`config.mk`:
```
export PLATFORM = sky130hd
export DESIGN_NAME = auto_levels_contrast_stretch_core
export DESIGN_NICKNAME = d
export VERILOG_FILES = /design/src/hw/rtl/acs_pkg.sv /design/src/hw/rtl/auto_levels_contrast_stretch_core.sv /design/src/hw/rtl/acs_ctrl.sv /design/src/hw/rtl/acs_dpath.sv
export SDC_FILE = /design/constraint.sdc
export NUM_CORES = 1
export LEC_CHECK = 0
export ABC_AREA = 1
export BUFFER_PORTS_ARGS = -buffer_cell sky130_fd_sc_hd__buf_2
export CAP_MARGIN = 20
export CELL_PAD_IN_SITES_DETAIL_PLACEMENT = 0
export CELL_PAD_IN_SITES_GLOBAL_PLACEMENT = 1
export CORE_ASPECT_RATIO = 1.4
export CORE_MARGIN = 4
export CORE_UTILIZATION = 40
export DETAILED_ROUTE_END_ITERATION = 8
export GPL_TIMING_DRIVEN = 0
export MAX_ROUTING_LAYER = met4
export PLACE_DENSITY_LB_ADDON = 0.3
export SLEW_MARGIN = 30
export SYNTH_ARGS = -nofsm -noshare
export SYNTH_HDL_FRONTEND = slang
export SYNTH_SLANG_ARGS = --single-unit
export TNS_END_PERCENT = 10
```
`constraint.sdc`:
```
create_clock -name clk_i -period 7.8 [get_ports clk_i]
set_clock_uncertainty 0.1 [all_clocks]
set_input_delay 1.56 -clock clk_i [delete_from_list [all_inputs] [get_ports clk_i]]
set_output_delay 1.56 -clock clk_i [all_outputs]
set_load 0.03 [all_outputs]
```
`src/hw/rtl/acs_pkg.sv`:
```
`timescale 1ns / 1ps
// ----------------------------------------------------------------------------
// acs_pkg: shared types and constants for the auto-levels contrast stretch
// Payload structs, register indexes and controller/datapath command types.
// ----------------------------------------------------------------------------
package acs_pkg;

  localparam int unsigned NumChan = 3;
  localparam int unsigned QuotW   = 9;   // quotient bits (result may reach 256)

  typedef enum logic [0:0] {
    RegPerChannel     = 1'b0,
    RegColourChannels = 1'b1
  } reg_idx_e;

  typedef struct packed {
    logic       mode;
    logic [7:0] chan0;
    logic [7:0] chan1;
    logic [7:0] chan2;
    logic [7:0] alpha_in;
    logic       last_pixel;
  } acs_in_t;

  typedef struct packed {
    logic [7:0] out0;
    logic [7:0] out1;
    logic [7:0] out2;
    logic [7:0] alpha_out;
    logic       last_out;
    logic       adjusted;
  } acs_out_t;

  typedef enum logic [3:0] {
    StIdle    = 4'b0001,
    StDivide  = 4'b0010,
    StResult  = 4'b0100,
    StMeasure = 4'b1000
  } acs_state_e;

  // controller -> datapath
  typedef struct packed {
    logic load;      // capture request, start divides
    logic step;      // first loads the remainder, then one quotient bit per channel
    logic measure;   // fold captured pixel into statistics
    logic out_load;  // move result into output register
  } acs_cmd_t;

  // datapath -> controller
  typedef struct packed {
    logic is_apply;
    logic div_done;
  } acs_sts_t;

endpackage

```
`src/hw/rtl/auto_levels_contrast_stretch_core.sv`:
```
`timescale 1ns / 1ps
// ----------------------------------------------------------------------------
// auto_levels_contrast_stretch_core: min/max auto-levels contrast stretch
// Measure pass gathers min/max, apply pass stretches each used colour byte.
// ----------------------------------------------------------------------------
// One request at a time. A measure request passes through StDivide and
// StMeasure before the next can be accepted; an apply request runs the
// bit-serial divider that forms the 9-bit quotient, hands the result off
// in StResult and waits there while the output register stays stalled.
// The result sits in an output register, so a new request is taken while it
// waits. Configuration is written on cfg_we_i with cfg_idx_i and cfg_wdata_i.
module auto_levels_contrast_stretch_core
  import acs_pkg::*;
(
  input  logic       clk_i,
  input  logic       rst_ni,
  input  logic       in_valid_i,
  output logic       in_stall_o,
  input  acs_in_t    in_data_i,
  output logic       out_valid_o,
  input  logic       out_stall_i,
  output acs_out_t   out_data_o,
  input  logic       cfg_we_i,
  input  logic       cfg_idx_i,
  input  logic [1:0] cfg_wdata_i
);

  acs_cmd_t   cmd;
  acs_sts_t   sts;
  logic       full, take;
  logic       per_channel_q;
  logic [1:0] colour_channels_q;

  assign take        = full && !out_stall_i;
  assign out_valid_o = full;

  always_ff @(posedge clk_i or negedge rst_ni) begin
    if (!rst_ni) begin
      per_channel_q     <= 1'b1;
      colour_channels_q <= 2'd3;
    end else if (cfg_we_i) begin
      unique case (reg_idx_e'(cfg_idx_i))
        RegPerChannel:     per_channel_q     <= cfg_wdata_i[0];
        RegColourChannels: colour_channels_q <= cfg_wdata_i;
        default: ;
      endcase
    end
  end

  acs_ctrl u_ctrl (
    .clk_i      (clk_i),
    .rst_ni     (rst_ni),
    .in_valid_i (in_valid_i),
    .in_stall_o (in_stall_o),
    .out_full_i (full),
    .out_take_i (take),
    .sts_i      (sts),
    .cmd_o      (cmd)
  );

  acs_dpath u_dpath (
    .clk_i             (clk_i),
    .rst_ni            (rst_ni),
    .cmd_i             (cmd),
    .sts_o             (sts),
    .in_data_i         (in_data_i),
    .per_channel_i     (per_channel_q),
    .colour_channels_i (colour_channels_q),
    .out_take_i        (take),
    .out_full_o        (full),
    .out_data_o        (out_data_o)
  );

  // result handoff never overwrites a pending result
  assert property (@(posedge clk_i) disable iff (!rst_ni)
    cmd.out_load |-> (!full || take))
    else $error("output overwritten");

  // accepting a request always issues a capture
  assert property (@(posedge clk_i) disable iff (!rst_ni)
    (in_valid_i && !in_stall_o) |-> cmd.load)
    else $error("accept without capture");

  // a measure request never produces a result
  assert property (@(posedge clk_i) disable iff (!rst_ni)
    cmd.measure |=> !cmd.out_load)
    else $error("measure produced result");

endmodule

```
`src/hw/rtl/acs_ctrl.sv`:
```
`timescale 1ns / 1ps
// ----------------------------------------------------------------------------
// acs_ctrl: request sequencer
// Accepts one request at a time, runs the divide loop for apply requests and
// hands results to the output register.
// ----------------------------------------------------------------------------
module acs_ctrl
  import acs_pkg::*;
(
  input  logic     clk_i,
  input  logic     rst_ni,
  input  logic     in_valid_i,
  output logic     in_stall_o,
  input  logic     out_full_i,
  input  logic     out_take_i,
  input  acs_sts_t sts_i,
  output acs_cmd_t cmd_o
);

  acs_state_e state_q, state_d;

  assign in_stall_o = (state_q != StIdle);

  always_comb begin
    state_d = state_q;
    cmd_o   = '0;
    unique case (state_q)
      StIdle: begin
        if (in_valid_i) begin
          cmd_o.load = 1'b1;
          state_d    = StDivide;
        end
      end
      StDivide: begin
        if (!sts_i.is_apply) begin
          state_d = StMeasure;
        end else if (sts_i.div_done) begin
          state_d = StResult;
        end else begin
          cmd_o.step = 1'b1;
        end
      end
      StMeasure: begin
        cmd_o.measure = 1'b1;
        state_d       = StIdle;
      end
      StResult: begin
        if (!out_full_i || out_take_i) begin
          cmd_o.out_load = 1'b1;
          state_d        = StIdle;
        end
      end
      default: state_d = StIdle;
    endcase
  end

  always_ff @(posedge clk_i or negedge rst_ni) begin
    if (!rst_ni) begin
      state_q <= StIdle;
    end else begin
      state_q <= state_d;
    end
  end

endmodule

```
`src/hw/rtl/acs_dpath.sv`:
```
`timescale 1ns / 1ps
// ----------------------------------------------------------------------------
// acs_dpath: statistics and stretch datapath
// Running/held min-max registers and three restoring dividers, one per channel.
// ----------------------------------------------------------------------------
module acs_dpath
  import acs_pkg::*;
(
  input  logic       clk_i,
  input  logic       rst_ni,
  input  acs_cmd_t   cmd_i,
  output acs_sts_t   sts_o,
  input  acs_in_t    in_data_i,
  input  logic       per_channel_i,
  input  logic [1:0] colour_channels_i,
  input  logic       out_take_i,
  output logic       out_full_o,
  output acs_out_t   out_data_o
);

  localparam int unsigned CntW = $clog2(QuotW + 1);

  acs_in_t          req_q;
  logic [7:0]       rmin_q [NumChan];
  logic [7:0]       rmax_q [NumChan];
  logic [7:0]       hmin_q [NumChan];
  logic [7:0]       hmax_q [NumChan];
  logic [17:0]      rem_q  [NumChan];   // partial remainder, up to 510*255+255
  logic [QuotW-1:0] quo_q  [NumChan];
  logic [CntW-1:0]  cnt_q;
  logic             full_q;
  acs_out_t         out_q;

  logic [1:0] nused;
  logic [7:0] v [NumChan];
  logic [7:0] lo, hi;
  logic [NumChan-1:0] str;

  assign nused = (colour_channels_i == 2'd0) ? 2'd1 : colour_channels_i;
  assign v[0]  = req_q.chan0;
  assign v[1]  = req_q.chan1;
  assign v[2]  = req_q.chan2;

  // joint min/max across used channels
  always_comb begin
    lo = v[0];
    hi = v[0];
    for (int c = 1; c < NumChan; c++) begin
      if (c < int'(nused)) begin
        if (v[c] < lo) lo = v[c];
        if (v[c] > hi) hi = v[c];
      end
    end
  end

  always_comb begin
    for (int c = 0; c < NumChan; c++) begin
      str[c] = (c < int'(nused)) && (hmax_q[c] > hmin_q[c]) &&
               !((hmax_q[c] == 8'd255) && (hmin_q[c] == 8'd0));
    end
  end

  assign sts_o.is_apply = req_q.mode;
  assign sts_o.div_done = (cnt_q == CntW'(QuotW));

  always_ff @(posedge clk_i or negedge rst_ni) begin
    if (!rst_ni) begin
      for (int c = 0; c < NumChan; c++) begin
        rmin_q[c] <= 8'd255;
        rmax_q[c] <= 8'd0;
        hmin_q[c] <= 8'd0;
        hmax_q[c] <= 8'd0;
      end
    end else if (cmd_i.measure) begin
      for (int c = 0; c < NumChan; c++) begin
        logic [7:0] nmin, nmax;
        nmin = rmin_q[c];
        nmax = rmax_q[c];
        if (per_channel_i) begin
          if (c < int'(nused)) begin
            if (v[c] < nmin) nmin = v[c];
            if (v[c] > nmax) nmax = v[c];
          end
        end else begin
          if (lo < nmin) nmin = lo;
          if (hi > nmax) nmax = hi;
        end
        if (req_q.last_pixel) begin
          hmin_q[c] <= nmin;
          hmax_q[c] <= nmax;
          rmin_q[c] <= 8'd255;
          rmax_q[c] <= 8'd0;
        end else begin
          rmin_q[c] <= nmin;
          rmax_q[c] <= nmax;
        end
      end
    end
  end

  always_ff @(posedge clk_i) begin
    if (cmd_i.load) begin
      req_q <= in_data_i;
    end
  end

  // restoring divide of (510*x + d) by 2d, MSB first over QuotW steps
  always_ff @(posedge clk_i or negedge rst_ni) begin
    if (!rst_ni) begin
      cnt_q <= '0;
    end else if (cmd_i.load) begin
      cnt_q <= '0;
    end else if (cmd_i.step) begin
      cnt_q <= cnt_q + CntW'(1);
    end
  end

  always_ff @(posedge clk_i) begin
    for (int c = 0; c < NumChan; c++) begin
      logic [7:0]  d8, x8;
      logic [17:0] num, dsh, trial;
      d8  = hmax_q[c] - hmin_q[c];
      x8  = v[c] - hmin_q[c];
      num = 18'(x8) * 18'd510 + 18'(d8);
      if (cmd_i.step && cnt_q == '0) begin
        rem_q[c] <= num;
        quo_q[c] <= '0;
      end
      if (cmd_i.step && cnt_q != '0) begin
        // bit position QuotW-cnt
        dsh   = 18'(d8) << (5'(QuotW) - 5'(cnt_q) + 5'd1);
        trial = rem_q[c] - dsh;
        if (rem_q[c] >= dsh) begin
          rem_q[c] <= trial;
          quo_q[c] <= quo_q[c] | (QuotW'(1) << (QuotW - int'(cnt_q)));
        end
      end
    end
  end

  logic [7:0] res [NumChan];
  always_comb begin
    for (int c = 0; c < NumChan; c++) begin
      logic [17:0] d2, r;
      logic [QuotW-1:0] q;
      d2 = 18'(hmax_q[c] - hmin_q[c]) << 1;
      r  = rem_q[c];
      q  = quo_q[c];
      if (r >= d2) q = q | QuotW'(1); // final bit position zero
      if (!str[c]) res[c] = v[c];
      else if (v[c] <= hmin_q[c]) res[c] = 8'd0;
      else if (q > QuotW'(255)) res[c] = 8'd255;
      else res[c] = q[7:0];
    end
  end

  always_ff @(posedge clk_i or negedge rst_ni) begin
    if (!rst_ni) begin
      full_q <= 1'b0;
    end else if (cmd_i.out_load) begin
      full_q <= 1'b1;
    end else if (out_take_i) begin
      full_q <= 1'b0;
    end
  end

  always_ff @(posedge clk_i) begin
    if (cmd_i.out_load) begin
      out_q.out0      <= res[0];
      out_q.out1      <= res[1];
      out_q.out2      <= res[2];
      out_q.alpha_out <= req_q.alpha_in;
      out_q.last_out  <= req_q.last_pixel;
      out_q.adjusted  <= |str;
    end
  end

  assign out_full_o = full_q;
  assign out_data_o = out_q;

endmodule

```
==> results.toml, run 1 <==
[status]
status = "finished, final reports clean"

[drt]
drt_iter0_markers = 1323
drcViolationCount = 0
postRouteAntennaNets = 0
vias = 23800
wl_per_cell_um = 18.8
drt_pass1_iterations = 6
avgViaCountPerCell = 5.17
wl_mm = 86.7

[synth]
syn-num-nets = 4066
synthFlopType = "edfxtp_1"
synth_top_area_cell = "ha_1"
synth_top_area_share_pct = 18.8
synth_area_mm2 = 0.0275
synthArstFlopShare_pct = 42.0
synth_seq_cells = 257
synth_edf_count = 149
ys_seq_area_share_pct = 26.2
yosys-top-cells-area = "ha_1 (19%), edfxtp_1 (16%), nand2_1 (9.4%)"
synth.avg_cell_area_um2 = 7.78
ys.warnings.count = 0
synthDistinctLibCells = 71
ys_top_cells_by_count = "nand2_1 (689), inv_1 (587), ha_1 (413)"
syn_inst = 3539
synth.most_common_cell = "nand2_1"

[critical_path]
critPathMostFrequentCell = "inv_1"
path_max_fanout = 10
setup.worst_path.start_class = "register"
slowest_stage = "fa_1"
crit_type = "reg2reg"
cp_data_required_time_ps = 8060
endpoint_kind = "register"
crit_path_max_incr_delay_ps = 580
r2r_cells = 30
worst_ep_arrival_time_ps = 7630

[clock_tree]
cts_buffer_depth = 3
clock_latency_ps = 620
clk_pin_slew_ps = 60
tritoncts = "built"
cts_buffers = 30
cts_hold_buf = 0
clkSinkCount = 257
cts-root-buf = "clkbuf_16"
cts_htree_levels = 1

[place]
place_hpwl_mm = 71.4
pre_cts_ws_ps = 0.0786
dp.cells = 4543
portBuffers = 77
gp_congestion = 0.955

[die]
die_h_um = 318
initial_core_util_pct = 40.5
rows = 113
ioPinCount = 78
fp.dieW_um = 230
core_area_mm2 = 0.0680
die-area_mm2 = 0.0732

[sta]
fin_ws_ps = 431
worst_pin_slew_ps = 938
rsz0062_at_grt = "no"
setup_violations = 0
max-slew-margin-rel_pct = 36.8
whs_ps = 319
fmax_mhz = 136
min_period_over_period_pct = 94.5
finalHoldViolations = 0
finalCriticalPeriod_ps = 7370
slew_viol_final = 0

[cells_and_area]
fillers = 6983
final_cells = 4604
drive_above_1_share_pct = 9.50
area_delta_synth_final_pct = 10.1
final_nets = 4187
regArea_mm2 = 0.00721
diodes = 0
multi_input_area_mm2 = 0.0177

[global_routing]
grt_max_degree = 68
grt_overflow = 0
antenna_found_initial = 1
grt_pass1_vias = 23700
grt_pass1_wl_mm = 135
grt.total_usage_pct = 24.1

[min_path]
min_path_cells = 0
hold_path_class = "reg2reg"

[job]
drv_cap = 0
==> metal layers <==
layer	share of wire (%)	global-route usage [%]	vias to the layer above
li1	-	-	12000
met1	40	27.5	11000
met2	51	42.7	497
met3	3.3	2.00	218
met4	5.7	11.3	0
met5	0	-	-
==> placed cells by master (no fill, tap or decap), types with 15 or more instances in the layout <==
cell	instances
dfrtp_1	80
nand3_1	116
nand4_1	32
o211ai_1	19
fa_1	72
o22ai_1	17
nor3_1	16
clkbuf_1	53
dfstp_2	28
nand3_2	26
buf_4	15
edfxtp_1	149
nor2_1	174
inv_2	23
nor4_1	16
o21ai_0	243
a21oi_1	286
xor2_1	101
o21ai_1	99
a21o_1	15
buf_2	88
inv_1	586
nand2_1	686
nand2_2	37
xnor2_1	46
clkbuf_16	32
ha_1	413
o21bai_1	16
==> worst paths after layout <==
path	from	slack [ps]	endpoint
min in group asynchronous	rst_ni	740	u_dpath.rmax_q[17]
max in group asynchronous	rst_ni	6130	u_dpath.rmax_q[4]
worst max-delay path	u_dpath.req_q[9]	430	u_dpath.rem_q[2][17]
worst max register to register	u_dpath.req_q[9]	430	u_dpath.rem_q[2][17]
worst min register to register	u_dpath.req_q[1]	320	u_dpath.out_data_o[2]
worst min-delay path	u_dpath.req_q[1]	320	u_dpath.out_data_o[2]
==> timing repair <==
| action | CTS | global route |
|---|---|---|
| buffers inserted | 0 | 5 |
| endpoints found under the setup margin | 2 | 6 |
| pin swaps | 0 | 1 |
| gates resized for setup | 1 | 7 |
==> sequential cells by signal, summed over array words and instances (netlist names) <==
register,cells
colour_channels_q,2
per_channel_q,1
u_ctrl.state_q,4
u_dpath.cnt_q,4
u_dpath.hmax_q,24
u_dpath.hmin_q,24
u_dpath.out_data_o,34
u_dpath.out_full_o,1
u_dpath.quo_q,27
u_dpath.rem_q,54
u_dpath.req_q,33
u_dpath.rmax_q,24
u_dpath.rmin_q,24
u_dpath.sts_o,1
==> through the flow <==
stage          setup TNS [ps]  utilization, %  cell area (um2)
2_1_floorplan               0               -            27500
5_1_grt                     0            44.6            30300
6_report                    0            44.6            30300
4_1_cts                     0            44.5            30300
3_3_place_gp            -1.60            42.8            29100
3_5_place_dp                0            43.0            29300
==> worst max-delay path, delay by kind of cell, from the launching register on <==
family                     cells  cell delay [ps]
AOI/OAI and AO/OA              8             1420
xor gates and xnor gates       3              770
adders and majority gates      7             2860
buffers and inverters          6              750
DFF                            1              570
and+or+nand+nor                6              640
==> logic make-up after synthesis <==
family / count (synthesis) / share of synthesized area [%]
simple gates: 1149 / 18.3
compound gates: 796 / 16.4
buf+inv: 690 / 9.69
fa+ha+maj: 485 / 24.0
flops: 257 / 26.2
xor+xnor: 158 / 5.30
mux: 4 / 0.145
==> layout make-up <==
cell class	instances	share of cell area (%)
Tap cell	920	3.80
Clock buffer	38	2.75
Clock inverter	18	0.516
Buffer	77	1.22
Timing Repair Buffer	89	1.84
Multi-Input combinational cell	2592	58.5
Sequential cell	257	23.8
Inverter	613	7.60
Power of run 1 is left out: the tool's default activity adds up to more than one toggle a clock period on the data nets, which glitch-free logic cannot reach.
==> run 2: changes to the inputs <==
--- a/config.mk
+++ b/config.mk
@@ -6,7 +6,6 @@
 export NUM_CORES = 1
 export LEC_CHECK = 0
 export ABC_AREA = 1
-export BUFFER_PORTS_ARGS = -buffer_cell sky130_fd_sc_hd__buf_2
 export CAP_MARGIN = 20
 export CELL_PAD_IN_SITES_DETAIL_PLACEMENT = 0
 export CELL_PAD_IN_SITES_GLOBAL_PLACEMENT = 1
@@ -14,9 +13,11 @@
 export CORE_MARGIN = 4
 export CORE_UTILIZATION = 40
 export DETAILED_ROUTE_END_ITERATION = 8
+export DONT_BUFFER_PORTS = 1
 export GPL_TIMING_DRIVEN = 0
 export MAX_ROUTING_LAYER = met4
 export PLACE_DENSITY_LB_ADDON = 0.3
+export REMOVE_ABC_BUFFERS = 1
 export SLEW_MARGIN = 30
 export SYNTH_ARGS = -nofsm -noshare
 export SYNTH_HDL_FRONTEND = slang
==> constraint.sdc (replaced) <==
create_clock -name clk_i -period 7.8 [get_ports clk_i]
set_clock_uncertainty 0.1 [all_clocks]
set_input_delay 1.56 -clock clk_i [delete_from_list [all_inputs] [get_ports clk_i]]
set_output_delay 1.56 -clock clk_i [all_outputs]
set_load 0.05 [all_outputs]
==> run 2 against run 1 <==
Worst setup slack improved by 69 ps. Via count decreased by 3.1%. Core utilization decreased by 0.64 points. Maximum frequency increased by 0.94%. Non-clock buffer count decreased by 151. Critical path depth unchanged. Largest cell class unchanged.
==> results.toml, run 2 (synthesis results as in run 1) <==
[cells_and_area]
final_cell_mix = "nand2_1 (684), inv_1 (582), ha_1 (412), a21oi_1 (286), o21ai_0 (243)"
area_delta_synth_final_pct = 8.56
largest-register = "u_dpath.rem_q"
drive_above_1_share_pct = 7.69
final_nets = 4037
fillers = 7015
largest_reg_flops = 54
mostFrequentLayoutCell = "nand2_1"

[drt]
avgViaCountPerCell = 5.17
wl_per_cell_um = 18.2
drt_pass1_iterations = 6
drt_iter0_markers = 1448
drcViolationCount = 0
postRouteAntennaNets = 0
vias = 23100
wl_mm = 81.1

[die]
fp.dieW_um = 230
ioPinCount = 78
rows = 113
core_area_mm2 = 0.0680
die-area_mm2 = 0.0732
initial_core_util_pct = 40.5
die_h_um = 318

[critical_path]
endpoint = "u_dpath.rem_q[2][17]"
r2r-start = "u_dpath.req_q[9]"
slowest_stage = "edfxtp_1"
r2r-end = "u_dpath.rem_q[2][17]"
setup.worst_path.start_class = "register"
path_max_fanout = 10
cp_data_required_time_ps = 8200
regToRegSetupSlack_ps = 500
crit_type = "reg2reg"
worst_ep_arrival_time_ps = 7700
r2r_cells = 30
endpoint_kind = "register"
critPathMostFrequentCell = "inv_1"
crit_path_max_incr_delay_ps = 560
crit_start = "u_dpath.req_q[9]"

[sta]
slew_viol_final = 0
finalHoldViolations = 0
max-slew-margin-rel_pct = 32.4
min_period_over_period_pct = 93.6
fmax_mhz = 137
whs_ps = 316
worst_pin_slew_ps = 1000
finalCriticalPeriod_ps = 7300
setup_violations = 0
rsz0062_at_grt = "yes"

[place]
portBuffers = 0
gp_congestion = 0.944
place_hpwl_mm = 64.6

[clock_tree]
cts_hold_buf = 0
tritoncts = "built"
cts_buffers = 31
cts-root-buf = "clkbuf_16"
cts_buffer_depth = 3
clock_latency_ps = 630
cts_htree_levels = 1
clkSinkCount = 257
clk_pin_slew_ps = 70

[global_routing]
grt.total_usage_pct = 22.5
grt_pass1_wl_mm = 127
grt_overflow = 0
grt_max_degree = 109
grt_pass1_vias = 22700
antenna_found_initial = 2

[min_path]
hold_path_class = "reg2reg"

[status]
status = "finished, final reports clean"

[job]
drv_cap = 0
-- run 2: cell types whose count changed in the layout (fill, tap and decap cells not counted), moves of 3 or more --
| cell | before | now |
|---|---|---|
| buf_2 | 88 | 1 |
| clkbuf_1 | 53 | 2 |
| buf_4 | 15 | 2 |
| buf_16 | 3 | 9 |
| clkinv_4 | 3 | 8 |
| buf_1 | 4 | 0 |
| buf_6 | 5 | 1 |
| bufinv_16 | 1 | 5 |
| inv_1 | 586 | 582 |
| nor2_1 | 174 | 171 |
-- run 2: timing repair --
item,4_1_cts,5_1_grt
endpoints found under the hold margin,0,0
setup endpoints to repair,0,97
buffers inserted,0,0
gates resized for setup,0,7
-- run 2: stage by stage --
step	setup WS (ps)	instances	setup TNS [ps]	instance area (um2)	util (%)
finish	500	4456	0	29900	44.0
global route	-34.2	4455	-34.2	29900	44.0
CTS	127	4454	0	29800	43.9
detailed placement	134	4396	0	28700	42.2
global placement	-702	4382	-54890	28300	41.6
floorplan	1410	3462	0	27200	-
-- run 2: cell type report --
| class | count | area (um2) | area share [%] |
|---|---|---|---|
| Multi-Input combinational cell | 2592 | 17800 | 59.5 |
| Antenna cell | 1 | 2.50 | 0.00837 |
| Tap cell | 920 | 1150 | 3.85 |
| Timing Repair Buffer | 15 | 299 | 1.00 |
| Clock buffer | 35 | 822 | 2.75 |
| Clock inverter | 23 | 299 | 1.00 |
| Sequential cell | 257 | 7210 | 24.1 |
| Inverter | 613 | 2320 | 7.75 |
-- run 2: layer usage --
metal | routed length (um) | track usage (%) | up-vias
li1 | - | - | 11700
met1 | 34100 | 26.8 | 10700
met2 | 40900 | 39.9 | 439
met3 | 2880 | 1.97 | 142
met4 | 3290 | 7.67 | 0
met5 | 0 | - | -
-- run 2: worst min-delay path by stage --
stage	slack, ps	start	depth (start not counted)	to
after floorplan	300	u_dpath.req_q[1]	0	u_dpath.out_data_o[2]
after global placement	300	u_dpath.req_q[7]	0	u_dpath.out_data_o[8]
after detailed placement	300	u_dpath.req_q[3]	0	u_dpath.out_data_o[4]
after CTS	320	u_dpath.req_q[5]	0	u_dpath.out_data_o[6]
after global routing	330	u_dpath.req_q[1]	0	u_dpath.out_data_o[2]
final	320	u_dpath.req_q[5]	0	u_dpath.out_data_o[6]
-- run 2: critical path: cells and delay by family (launching register included) --
kind | cells | cell delay [ps]
xor gates and xnor gates | 3 | 680
adders and majority gates | 7 | 2770
DFF | 1 | 560
buffers and inverters | 6 | 590
and+or+nand+nor | 6 | 1020
AOI/OAI and AO/OA | 8 | 1450
Power of run 2 is left out for the same reason.
